File: src/sv/pcts_pkg.sv
// Shared types and constants for the priority and credit task scheduler.
`default_nettype none
package pcts_pkg;
   // Number of task entries; the handle and count fields are sized for 16.
   localparam int TASK_SLOTS = 16;
   localparam logic [7:0] CREDIT_CEIL = 8'd255;
   localparam logic [15:0] QUANTUM_RESET = 16'd10;

   typedef enum logic [1:0] {
      ACT_TICK = 2'd0,
      ACT_IRQ = 2'd1,
      ACT_ADD = 2'd2,
      ACT_BLOCK = 2'd3
   } action_type;

   typedef enum logic [1:0] {
      ST_OK = 2'd0,
      ST_FULL = 2'd1,
      ST_NO_TASK = 2'd2
   } status_type;

   typedef enum logic [2:0] {
      S_IDLE,
      S_EXEC,
      S_SCAN1,
      S_SCAN2,
      S_FINISH,
      S_OUT
   } state_type;

   // Commands from the controller to the datapath.
   typedef struct packed {
      logic load;
      logic exec;
      logic scan1_start;
      logic scan1_step;
      logic scan2_step;
      logic finish;
      logic present;
   } cmd_type;

   // Status from the datapath to the controller.
   typedef struct packed {
      logic is_tick;
      logic need_sched;
      logic empty;
      logic last;
      logic crit_hit;
      logic found;
   } stat_type;
endpackage
`default_nettype wire

File: src/sv/pcts_ctrl.sv
// Controller state machine that sequences one request through the datapath.
`default_nettype none
module pcts_ctrl (
   input  wire logic              clock,
   input  wire logic              reset,
   input  wire logic              req_valid,
   output logic                   req_ready,
   output logic                   rsp_valid,
   input  wire logic              rsp_ready,
   output pcts_pkg::cmd_type      cmd,
   input  wire pcts_pkg::stat_type stat
);
   pcts_pkg::state_type state_ff, state_in;

   // State register.
   always_ff @(posedge clock) begin
      if (reset) begin
         state_ff <= pcts_pkg::S_IDLE;
      end else begin
         state_ff <= state_in;
      end
   end

   // Next state and commands.
   always_comb begin
      state_in = state_ff;
      cmd = '0;
      req_ready = 1'b0;
      rsp_valid = 1'b0;
      unique case (state_ff)
         pcts_pkg::S_IDLE: begin
            req_ready = 1'b1;
            if (req_valid) begin
               cmd.load = 1'b1;
               state_in = pcts_pkg::S_EXEC;
            end
         end
         pcts_pkg::S_EXEC: begin
            if (stat.is_tick && stat.need_sched && !stat.empty) begin
               cmd.scan1_start = 1'b1;
               state_in = pcts_pkg::S_SCAN1;
            end else begin
               cmd.exec = 1'b1;
               state_in = pcts_pkg::S_OUT;
            end
         end
         pcts_pkg::S_SCAN1: begin
            cmd.scan1_step = 1'b1;
            if (stat.crit_hit || stat.last) begin
               if (!stat.crit_hit && stat.found) begin
                  state_in = pcts_pkg::S_SCAN2;
               end else begin
                  state_in = pcts_pkg::S_FINISH;
               end
            end
         end
         pcts_pkg::S_SCAN2: begin
            if (stat.last) begin
               state_in = pcts_pkg::S_FINISH;
            end
            cmd.scan2_step = 1'b1;
         end
         pcts_pkg::S_FINISH: begin
            cmd.finish = 1'b1;
            state_in = pcts_pkg::S_OUT;
         end
         pcts_pkg::S_OUT: begin
            rsp_valid = 1'b1;
            cmd.present = 1'b1;
            if (rsp_ready) begin
               state_in = pcts_pkg::S_IDLE;
            end
         end
         default: state_in = pcts_pkg::S_IDLE;
      endcase
   end

   // The two channels are never both open in the same cycle.
   a_excl: assert property (@(posedge clock) disable iff (reset)
      !(req_ready && rsp_valid)) else $error("ready and valid overlap");
   a_load: assert property (@(posedge clock) disable iff (reset)
      (req_valid && req_ready) |=> state_ff == pcts_pkg::S_EXEC)
      else $error("accepted request not executed");
   a_hold: assert property (@(posedge clock) disable iff (reset)
      (rsp_valid && !rsp_ready) |=> rsp_valid) else $error("response dropped");
endmodule
`default_nettype wire

File: src/sv/pcts_datapath.sv
// Task tables, ring and scan datapath of the scheduler.
`default_nettype none
module pcts_datapath (
   input  wire logic               clock,
   input  wire logic               reset,
   input  wire pcts_pkg::cmd_type  cmd,
   output pcts_pkg::stat_type      stat,
   input  wire logic               csr_write,
   input  wire logic [15:0]        csr_data,
   input  wire logic [1:0]         req_action,
   input  wire logic [3:0]         req_task_req,
   input  wire logic [7:0]         req_priority_req,
   input  wire logic               req_blocked,
   output logic [1:0]              rsp_status,
   output logic                    rsp_scheduled,
   output logic                    rsp_switched,
   output logic                    rsp_selected_valid,
   output logic [3:0]              rsp_selected_task,
   output logic [31:0]             rsp_selected_runs,
   output logic [4:0]              rsp_pending_count
);
   localparam int IW = $clog2(pcts_pkg::TASK_SLOTS);
   localparam int CW = $clog2(pcts_pkg::TASK_SLOTS + 1);
   localparam logic [CW-1:0] SLOTS_C = CW'(pcts_pkg::TASK_SLOTS);

   logic [7:0]    prio_ff [pcts_pkg::TASK_SLOTS];
   logic [7:0]    credit_ff [pcts_pkg::TASK_SLOTS];
   logic [31:0]   runs_ff [pcts_pkg::TASK_SLOTS];
   logic [IW-1:0] ring_ff [pcts_pkg::TASK_SLOTS];
   logic [pcts_pkg::TASK_SLOTS-1:0] blk_ff, crit_ff;
   logic [IW-1:0] head_ff;
   logic [CW-1:0] total_ff, cnt_ff;
   logic          exec_v_ff;
   logic [IW-1:0] exec_ff;
   logic [15:0]   phase_ff, quantum_ff;
   logic [4:0]    pend_ff;
   logic [1:0]    act_ff;
   logic [3:0]    treq_ff;
   logic [7:0]    preq_ff;
   logic          breq_ff;
   logic [1:0]    status_ff;
   logic          sched_ff, switch_ff, added_ff, got_ff;
   logic [IW-1:0] who_ff, best_ff;
   logic [7:0]    bestc_ff;

   // Scan view of the head entry; a rotated entry goes just past the current tail.
   logic [IW-1:0] cur, tail_idx;
   logic          req_known;
   logic [IW-1:0] req_idx;
   assign cur = ring_ff[head_ff];
   assign tail_idx = IW'(32'(head_ff) + 32'(total_ff));
   assign req_known = CW'(treq_ff) < total_ff;
   assign req_idx = IW'(treq_ff);

   always_comb begin
      stat.is_tick = act_ff == pcts_pkg::ACT_TICK;
      stat.need_sched = phase_ff == 16'd0 || pend_ff != 5'd0
                        || (exec_v_ff && blk_ff[exec_ff]);
      stat.empty = total_ff == '0;
      stat.last = cnt_ff == CW'(32'(total_ff) - 1);
      stat.crit_hit = crit_ff[cur] && !blk_ff[cur];
      stat.found = got_ff || (!blk_ff[cur] && credit_ff[cur] < bestc_ff);
   end

   // Main state update.
   always_ff @(posedge clock) begin
      if (reset) begin
         blk_ff <= '0;
         crit_ff <= '0;
         head_ff <= '0;
         total_ff <= '0;
         exec_v_ff <= 1'b0;
         exec_ff <= '0;
         phase_ff <= '0;
         pend_ff <= '0;
         quantum_ff <= pcts_pkg::QUANTUM_RESET;
      end else begin
         if (csr_write) quantum_ff <= csr_data;
         if (cmd.load) begin
            act_ff <= req_action;
            treq_ff <= req_task_req;
            preq_ff <= req_priority_req;
            breq_ff <= req_blocked;
         end
         if (cmd.exec || cmd.scan1_start) begin
            status_ff <= pcts_pkg::ST_OK;
            sched_ff <= 1'b0;
            switch_ff <= 1'b0;
            added_ff <= 1'b0;
         end
         // Non-scan actions complete on the exec command.
         if (cmd.exec) begin
            unique case (act_ff)
               pcts_pkg::ACT_TICK: begin
                  if (stat.need_sched) begin
                     // Empty table: nothing found.
                     sched_ff <= 1'b1;
                     switch_ff <= 1'b1;
                     exec_v_ff <= 1'b0;
                     exec_ff <= '0;
                  end
               end
               pcts_pkg::ACT_IRQ: begin
                  if (!req_known) status_ff <= pcts_pkg::ST_NO_TASK;
                  else if (!(exec_v_ff && exec_ff == req_idx) && !crit_ff[req_idx]) begin
                     crit_ff[req_idx] <= 1'b1;
                     pend_ff <= pend_ff + 5'd1;
                  end
               end
               pcts_pkg::ACT_ADD: begin
                  if (total_ff >= SLOTS_C) status_ff <= pcts_pkg::ST_FULL;
                  else begin
                     prio_ff[IW'(total_ff)] <= preq_ff;
                     credit_ff[IW'(total_ff)] <= preq_ff;
                     runs_ff[IW'(total_ff)] <= '0;
                     blk_ff[IW'(total_ff)] <= 1'b0;
                     crit_ff[IW'(total_ff)] <= 1'b0;
                     ring_ff[IW'(32'(head_ff) + 32'(total_ff))] <= IW'(total_ff);
                     total_ff <= total_ff + 1'b1;
                     added_ff <= 1'b1;
                     who_ff <= IW'(total_ff);
                  end
               end
               default: begin
                  if (!req_known) status_ff <= pcts_pkg::ST_NO_TASK;
                  else blk_ff[req_idx] <= breq_ff;
               end
            endcase
         end
         if ((cmd.exec && act_ff == pcts_pkg::ACT_TICK) || cmd.scan1_start) begin
            if (32'(phase_ff) + 32'd1 >= 32'(quantum_ff)) phase_ff <= '0;
            else phase_ff <= phase_ff + 16'd1;
         end
         if (cmd.scan1_start || (cmd.scan1_step && stat.last && !stat.crit_hit)) begin
            cnt_ff <= '0;
         end
         if (cmd.scan1_start) begin
            got_ff <= 1'b0;
            bestc_ff <= pcts_pkg::CREDIT_CEIL;
            sched_ff <= 1'b1;
         end
         // First pass: rotate one entry per cycle, look for critical or least credit.
         if (cmd.scan1_step) begin
            head_ff <= head_ff + 1'b1;
            ring_ff[tail_idx] <= cur;
            if (!stat.last) cnt_ff <= cnt_ff + 1'b1;
            if (stat.crit_hit) begin
               crit_ff[cur] <= 1'b0;
               runs_ff[cur] <= runs_ff[cur] + 32'd1;
               if (pend_ff != 5'd0) pend_ff <= pend_ff - 5'd1;
               who_ff <= cur;
               got_ff <= 1'b1;
               bestc_ff <= '0;
            end else if (!blk_ff[cur] && credit_ff[cur] < bestc_ff) begin
               bestc_ff <= credit_ff[cur];
               best_ff <= cur;
               who_ff <= cur;
               got_ff <= 1'b1;
            end
         end
         // Second pass: charge the winning credit to every other running task.
         if (cmd.scan2_step) begin
            head_ff <= head_ff + 1'b1;
            ring_ff[tail_idx] <= cur;
            cnt_ff <= cnt_ff + 1'b1;
            if (cur != best_ff && !blk_ff[cur]) credit_ff[cur] <= credit_ff[cur] - bestc_ff;
            if (stat.last) begin
               credit_ff[best_ff] <= prio_ff[best_ff];
               runs_ff[best_ff] <= runs_ff[best_ff] + 32'd1;
            end
         end
         if (cmd.finish) begin
            if (!got_ff || !exec_v_ff || who_ff != exec_ff) begin
               switch_ff <= 1'b1;
               exec_v_ff <= got_ff;
               exec_ff <= got_ff ? who_ff : '0;
            end
         end
      end
   end

   // Response fields.
   always_comb begin
      rsp_status = status_ff;
      rsp_scheduled = sched_ff;
      rsp_switched = switch_ff;
      rsp_selected_valid = exec_v_ff;
      rsp_pending_count = pend_ff;
      if (added_ff) begin
         rsp_selected_task = 4'(who_ff);
         rsp_selected_runs = '0;
      end else if (exec_v_ff) begin
         rsp_selected_task = 4'(exec_ff);
         rsp_selected_runs = runs_ff[exec_ff];
      end else begin
         rsp_selected_task = '0;
         rsp_selected_runs = '0;
      end
   end

   a_total: assert property (@(posedge clock) disable iff (reset)
      total_ff <= SLOTS_C) else $error("task count overflow");
   a_pend: assert property (@(posedge clock) disable iff (reset)
      pend_ff <= 5'(pcts_pkg::TASK_SLOTS)) else $error("pending overflow");
   a_exec: assert property (@(posedge clock) disable iff (reset)
      exec_v_ff |-> 32'(exec_ff) < 32'(total_ff)) else $error("executing task unknown");
   a_present: assert property (@(posedge clock) disable iff (reset)
      cmd.present |-> !cmd.scan1_step && !cmd.scan2_step) else $error("scan during output");
endmodule
`default_nettype wire

File: src/sv/priority_credit_task_scheduler.sv
// Top level of the priority and credit task scheduler.
// Requests enter on req_valid/req_ready carrying action, task handle, priority
// and blocked state; one response per request leaves on rsp_valid/rsp_ready.
// Actions other than a scheduling tick go through the execute state to the
// response. A scheduling tick walks the task ring one entry per cycle: a first
// pass over up to all N tasks, then, if no critical task is taken and an
// unblocked task is found, a second pass over all N tasks; then a finish step.
// One request is in the block at a time; the next is accepted once the
// response is taken. A stalled response holds unchanged until rsp_ready.
// Synchronous reset empties the table, clears the executing task, the tick
// phase and pending events, and sets quantum_ticks to 10. Write quantum_ticks
// through csr_write/csr_data only while the block is idle; it is not enforced.
`default_nettype none
module priority_credit_task_scheduler (
   input  wire logic        clock,
   input  wire logic        reset,
   input  wire logic        csr_write,
   input  wire logic [15:0] csr_data,
   input  wire logic        req_valid,
   output logic             req_ready,
   input  wire logic [1:0]  req_action,
   input  wire logic [3:0]  req_task_req,
   input  wire logic [7:0]  req_priority_req,
   input  wire logic        req_blocked,
   output logic             rsp_valid,
   input  wire logic        rsp_ready,
   output logic [1:0]       rsp_status,
   output logic             rsp_scheduled,
   output logic             rsp_switched,
   output logic             rsp_selected_valid,
   output logic [3:0]       rsp_selected_task,
   output logic [31:0]      rsp_selected_runs,
   output logic [4:0]       rsp_pending_count
);
   pcts_pkg::cmd_type  cmd;
   pcts_pkg::stat_type stat;

   // Controller.
   pcts_ctrl u_ctrl (
      .clock(clock), .reset(reset), .req_valid(req_valid), .req_ready(req_ready),
      .rsp_valid(rsp_valid), .rsp_ready(rsp_ready), .cmd(cmd), .stat(stat)
   );

   // Datapath.
   pcts_datapath u_dp (
      .clock(clock), .reset(reset), .cmd(cmd), .stat(stat),
      .csr_write(csr_write), .csr_data(csr_data),
      .req_action(req_action), .req_task_req(req_task_req),
      .req_priority_req(req_priority_req), .req_blocked(req_blocked),
      .rsp_status(rsp_status), .rsp_scheduled(rsp_scheduled),
      .rsp_switched(rsp_switched), .rsp_selected_valid(rsp_selected_valid),
      .rsp_selected_task(rsp_selected_task), .rsp_selected_runs(rsp_selected_runs),
      .rsp_pending_count(rsp_pending_count)
   );
endmodule
`default_nettype wire
File: config.mk
export PLATFORM = sky130hd
export DESIGN_NAME = priority_credit_task_scheduler
export DESIGN_NICKNAME = d
export VERILOG_FILES = /design/src/sv/pcts_pkg.sv /design/src/sv/pcts_ctrl.sv /design/src/sv/pcts_datapath.sv /design/src/sv/priority_credit_task_scheduler.sv
export SDC_FILE = /design/constraint.sdc
export NUM_CORES = 2
export LEC_CHECK = 0
export ABC_AREA = 1
export BUFFER_PORTS_ARGS = -buffer_cell sky130_fd_sc_hd__buf_2
export CAP_MARGIN = 10
export CORE_MARGIN = 5
export CORE_UTILIZATION = 60
export DETAILED_ROUTE_END_ITERATION = 6
export PLACE_DENSITY = 0.8
export SLEW_MARGIN = 40
export SYNTH_ARGS = -nofsm -noshare
export SYNTH_HDL_FRONTEND = slang
export SYNTH_SLANG_ARGS = --single-unit
File: constraint.sdc
create_clock -name clock -period 5.8 [get_ports clock]
set_input_delay 1.16 -clock clock [delete_from_list [all_inputs] [get_ports clock]]
set_output_delay 1.16 -clock clock [all_outputs]
set_load 0.1 [all_outputs]
==> results by group <==
Setup path
  – Worst R2R Path Depth: 31
  – Crit path max-delay family: buffers and inverters
  – Worst path depth: 8
  – CP bufs+invs: 4
  – Worst Path Arrival: between 4 and 5 ns
  – CP peak stage delay: about 0.75 ns
  – R2R setup slack: approximately 0.40 ns
  – Crit path required time: roughly 4.6 ns
  – Worst-path maximum fanout: 63
  – Type of element capturing the critical path: output pin
  – Slowest-stage cell, CP: buf_4
  – WS Path Type: flip-flop to output pin
  – Crit-path cells: inv_4 -> buf_4 -> buf_4 -> o21ai_0 -> nand3_1 -> nand3_1 -> a21oi_1 -> buf_2
  – Critical Path Source Type: flip-flop
  – Reg2Reg Capture Point: u_dp.bestc_ff[0]

Min path
  – Hold Crit Class: flip-flop to flip-flop
  – Hold Path Stages: 2
  – Min-delay src: u_dp.quantum_ff[8]
  – Hold path endpoint: u_dp.quantum_ff[8]

Synthesis
  – Net Count, Synth: 6792
  – Count leader, synth: nand2_1
  – Fraction of post-synthesis cell area in the top cell type by area: between 40% and 50%
  – Async S/R FF share, synth: 0%
  – Unique masters post-synth: a little over 60
  – Synth area leader: edfxtp_1
  – Cells after Synth: 6709
  – Sequential area share after synthesis: approximately half
  – EDFF count, synth: ~870
  – Syn Area/Cell: slightly above 8 um2
  – Yosys reg bits: ~970
  – Post-synthesis cell area: 0.0556 mm2
  – Synth top cells by count: nand2_1 (1733), edfxtp_1 (874), o21ai_0 (818), inv_1 (590), a21oi_1 (587)
  – Synthesis Warnings: 0
  – Synth area leaders: edfxtp_1 (47%), nand2_1 (12%), o21ai_0 (7.4%)
  – Top_reg_cell synth: edfxtp_1

Timing
  – Max Slew Vio Count: 0
  – Post-Route Skew: approximately 0.076 ns
  – F_max: about 0.18 GHz
  – TNS Setup: 0 ns
  – Clock period minus worst slack: between 5 and 6 ns
  – Final Setup Violations: 0
  – Worst slew pin tran: a little over 0.9 ns
  – Final hold vios: 0
  – Slew HR: a little under two fifths
  – Tcrit/Tclk final: 94.8%
  – Final worst slack: 0.301 ns
  – RSZ-0062 raised after global routing: no
  – Hold_ws: between 0.4 and 0.5 ns

Floorplan
  – I/O pin count: 84
  – Die ar.: 0.0988 mm2
  – Die width: around 310 um
  – # rows: about 110
  – Height of the die: between 300 and 400 um
  – Initial Utilization: between 60% and 70%
  – Core area: a little over 0.09 mm2

Finish
  – Finished Layout Cells: 7913
  – # diodes: 0
  – Area grow syn2layout: 8.95%
  – Share of layout cells above drive strength 1: approximately 7.8%
  – Total Nets Final: roughly 6700

Pwr
  – Power Internal: 0.0117 W
  – Comb pwr share: roughly 7%
  – Sw Share: roughly 24%
  – Switching pwr: between 0.003 and 0.004 W
  – Seq pwr share: between 40% and 50%
  – Lkg Pwr: between 20 and 25 nW
  – Maximum vdd drop: 0.263 mV
  – PwrDens: 255 mW/mm2
  – Clock share of power: a little over two fifths

Placement
  – # port buffers: 83
  – GP Congestion: around 1.0
  – Worst slack, placed: around 0.53 ns
  – HPWL after detailed placement: roughly 110000 um
  – Dpl cells: a little under 8000

Route
  – Drt total wl: about 180000 um
  – First-pass DRT Iterations: 7
  – Iter 0 DRT Violations: ~7900
  – Wire per inst: ~23 um
  – Total number of vias: 50776
  – Via density: around 6.4
  – ANT nets after route: 0
  – Final routed DRC violation total: 3

Run status
  – Outcome: finished, violations left
  – Failing checks: DRC

Clock network
  – Post-CTS Setup Bufs: 0
  – Clock root buffer: clkbuf_16
  – Gates resized, CTS repair: 0
  – CTS tree: done
  – H-tree depth: 3
  – CTS Buffer Depth: 3
  – Clk sinks: a little under 1000
  – Cts-stage hold buffer count: 0
  – Worst-Skew Late Latency: 0.73 ns
  – Clock buffer count from CTS: 101
  – Clock-pin slew on the worst setup and hold paths: approximately 0.06 ns

Global route
  – Total Routing Usage GR: between 30 and 40%
  – Number of global-route vias before repair: 47352
  – Initial antenna violation count: 1
  – GR Overflow Total: 0
  – First-pass GRT wire length: about 270000 um
  – Largest net degree at the start of global routing: 202

Flow run
  – Max_cap viols: 0
[worst min-delay path, stage by stage, from the launching register on]
cell,delay [ns]
dfxtp_1,0.30
inv_1,0.06
a21oi_1,0.06
[sequential cells by signal, summed over array words and instances (netlist names), 5 cells and up, named ones only]
name	flops
u_dp.crit_ff	16
u_dp.preq_ff	8
u_dp.ring_ff	64
u_dp.cnt_ff	5
u_dp.blk_ff	16
u_dp.credit_ff	128
u_dp.bestc_ff	8
u_dp.runs_ff	512
u_dp.total_ff	5
u_dp.rsp_pending_count	5
u_dp.quantum_ff	16
u_dp.phase_ff	16
u_dp.prio_ff	128
[power groups by stage]
stage               clock, W  sequential, W  combinational (W)
finish               0.00671        0.00765            0.00109
global route         0.00703        0.00765            0.00117
CTS                  0.00672        0.00765            0.00105
detailed placement         0        0.00780            0.00104
global placement           0        0.00779            0.00101
floorplan                  0        0.00782           0.000711
[through the flow]
stage | power (W) | instance area (um2) | util (%)
CTS | 0.0154 | 60400 | 65.8
global route | 0.0159 | 60500 | 65.9
global placement | 0.00881 | 56900 | 62.0
floorplan | 0.00853 | 55600 | -
finish | 0.0154 | 60500 | 65.9
detailed placement | 0.00884 | 57000 | 62.1
[per-layer routing]
layer	vias to the layer above	share of wire (%)	global-route usage [%]
li1	22941	-	-
met1	23172	35	46.0
met2	3902	45	55.2
met3	761	14	7.78
met4	0	6.4	20.3
met5	-	0	0
[placed cells by master, fill, tap and decap left out, types with 11 or more instances in the layout]
master     count
clkinv_1      24
a211oi_1      15
nor3_1        35
nand2_2       11
nand2_1     1732
nand3b_1      88
ha_1          45
clkbuf_1      20
nand3_1      527
xor2_1        26
o211ai_1     151
o21ai_1       82
o32ai_1       15
buf_2         83
mux2i_1       34
a21oi_1      587
buf_12        26
a22oi_1       14
edfxtp_1     874
clkinv_2      20
a32oi_1       11
inv_2         18
o21ai_0      818
nor2_1       219
nand4_1       11
nor2_4        27
inv_1        583
clkbuf_16    102
nor2_2        30
bufinv_16     11
dfxtp_1       86
o22ai_1       82
buf_4        111
o221ai_1      29
[cells by family (layout without fill, tap and decap cells)]
family,Yosys count,after routing,synth area share [%]
AOI/OAI and AO/OA,1852,1852,18.4
muxes,34,34,0.612
DFF,968,968,50.6
xor gates and xnor gates,33,33,0.520
buffers and inverters,1067,1028,8.08
adders and majority gates,47,47,1.09
and+or+nand+nor,2708,2708,20.7
[how the worst max path moves through the flow]
stage,start,end,slack (ns)
2_1_floorplan,u_dp.rsp_selected_valid,rsp_selected_task[1],1.12
3_3_place_gp,flip-flop,u_dp.credit_ff[7][7],0.64
3_5_place_dp,flip-flop,u_dp.credit_ff[11][5],0.53
4_1_cts,flip-flop,u_dp.credit_ff[9][7],0.46
5_1_grt,flip-flop,u_dp.who_ff[1],0.06
6_report,u_dp.exec_ff[0],rsp_selected_runs[16],0.30
[cell type report]
class	count	area, um2
fillers	7336	31300
repair buffers	226	1890
multi-input cells	4674	23200
inverters	612	2310
clock buffers	126	2680
clock inverters	63	733
repair inverters	1	5.00
well taps	1243	1560
flip-flops and latches	968	28200
(Power assumes the default switching activity.)
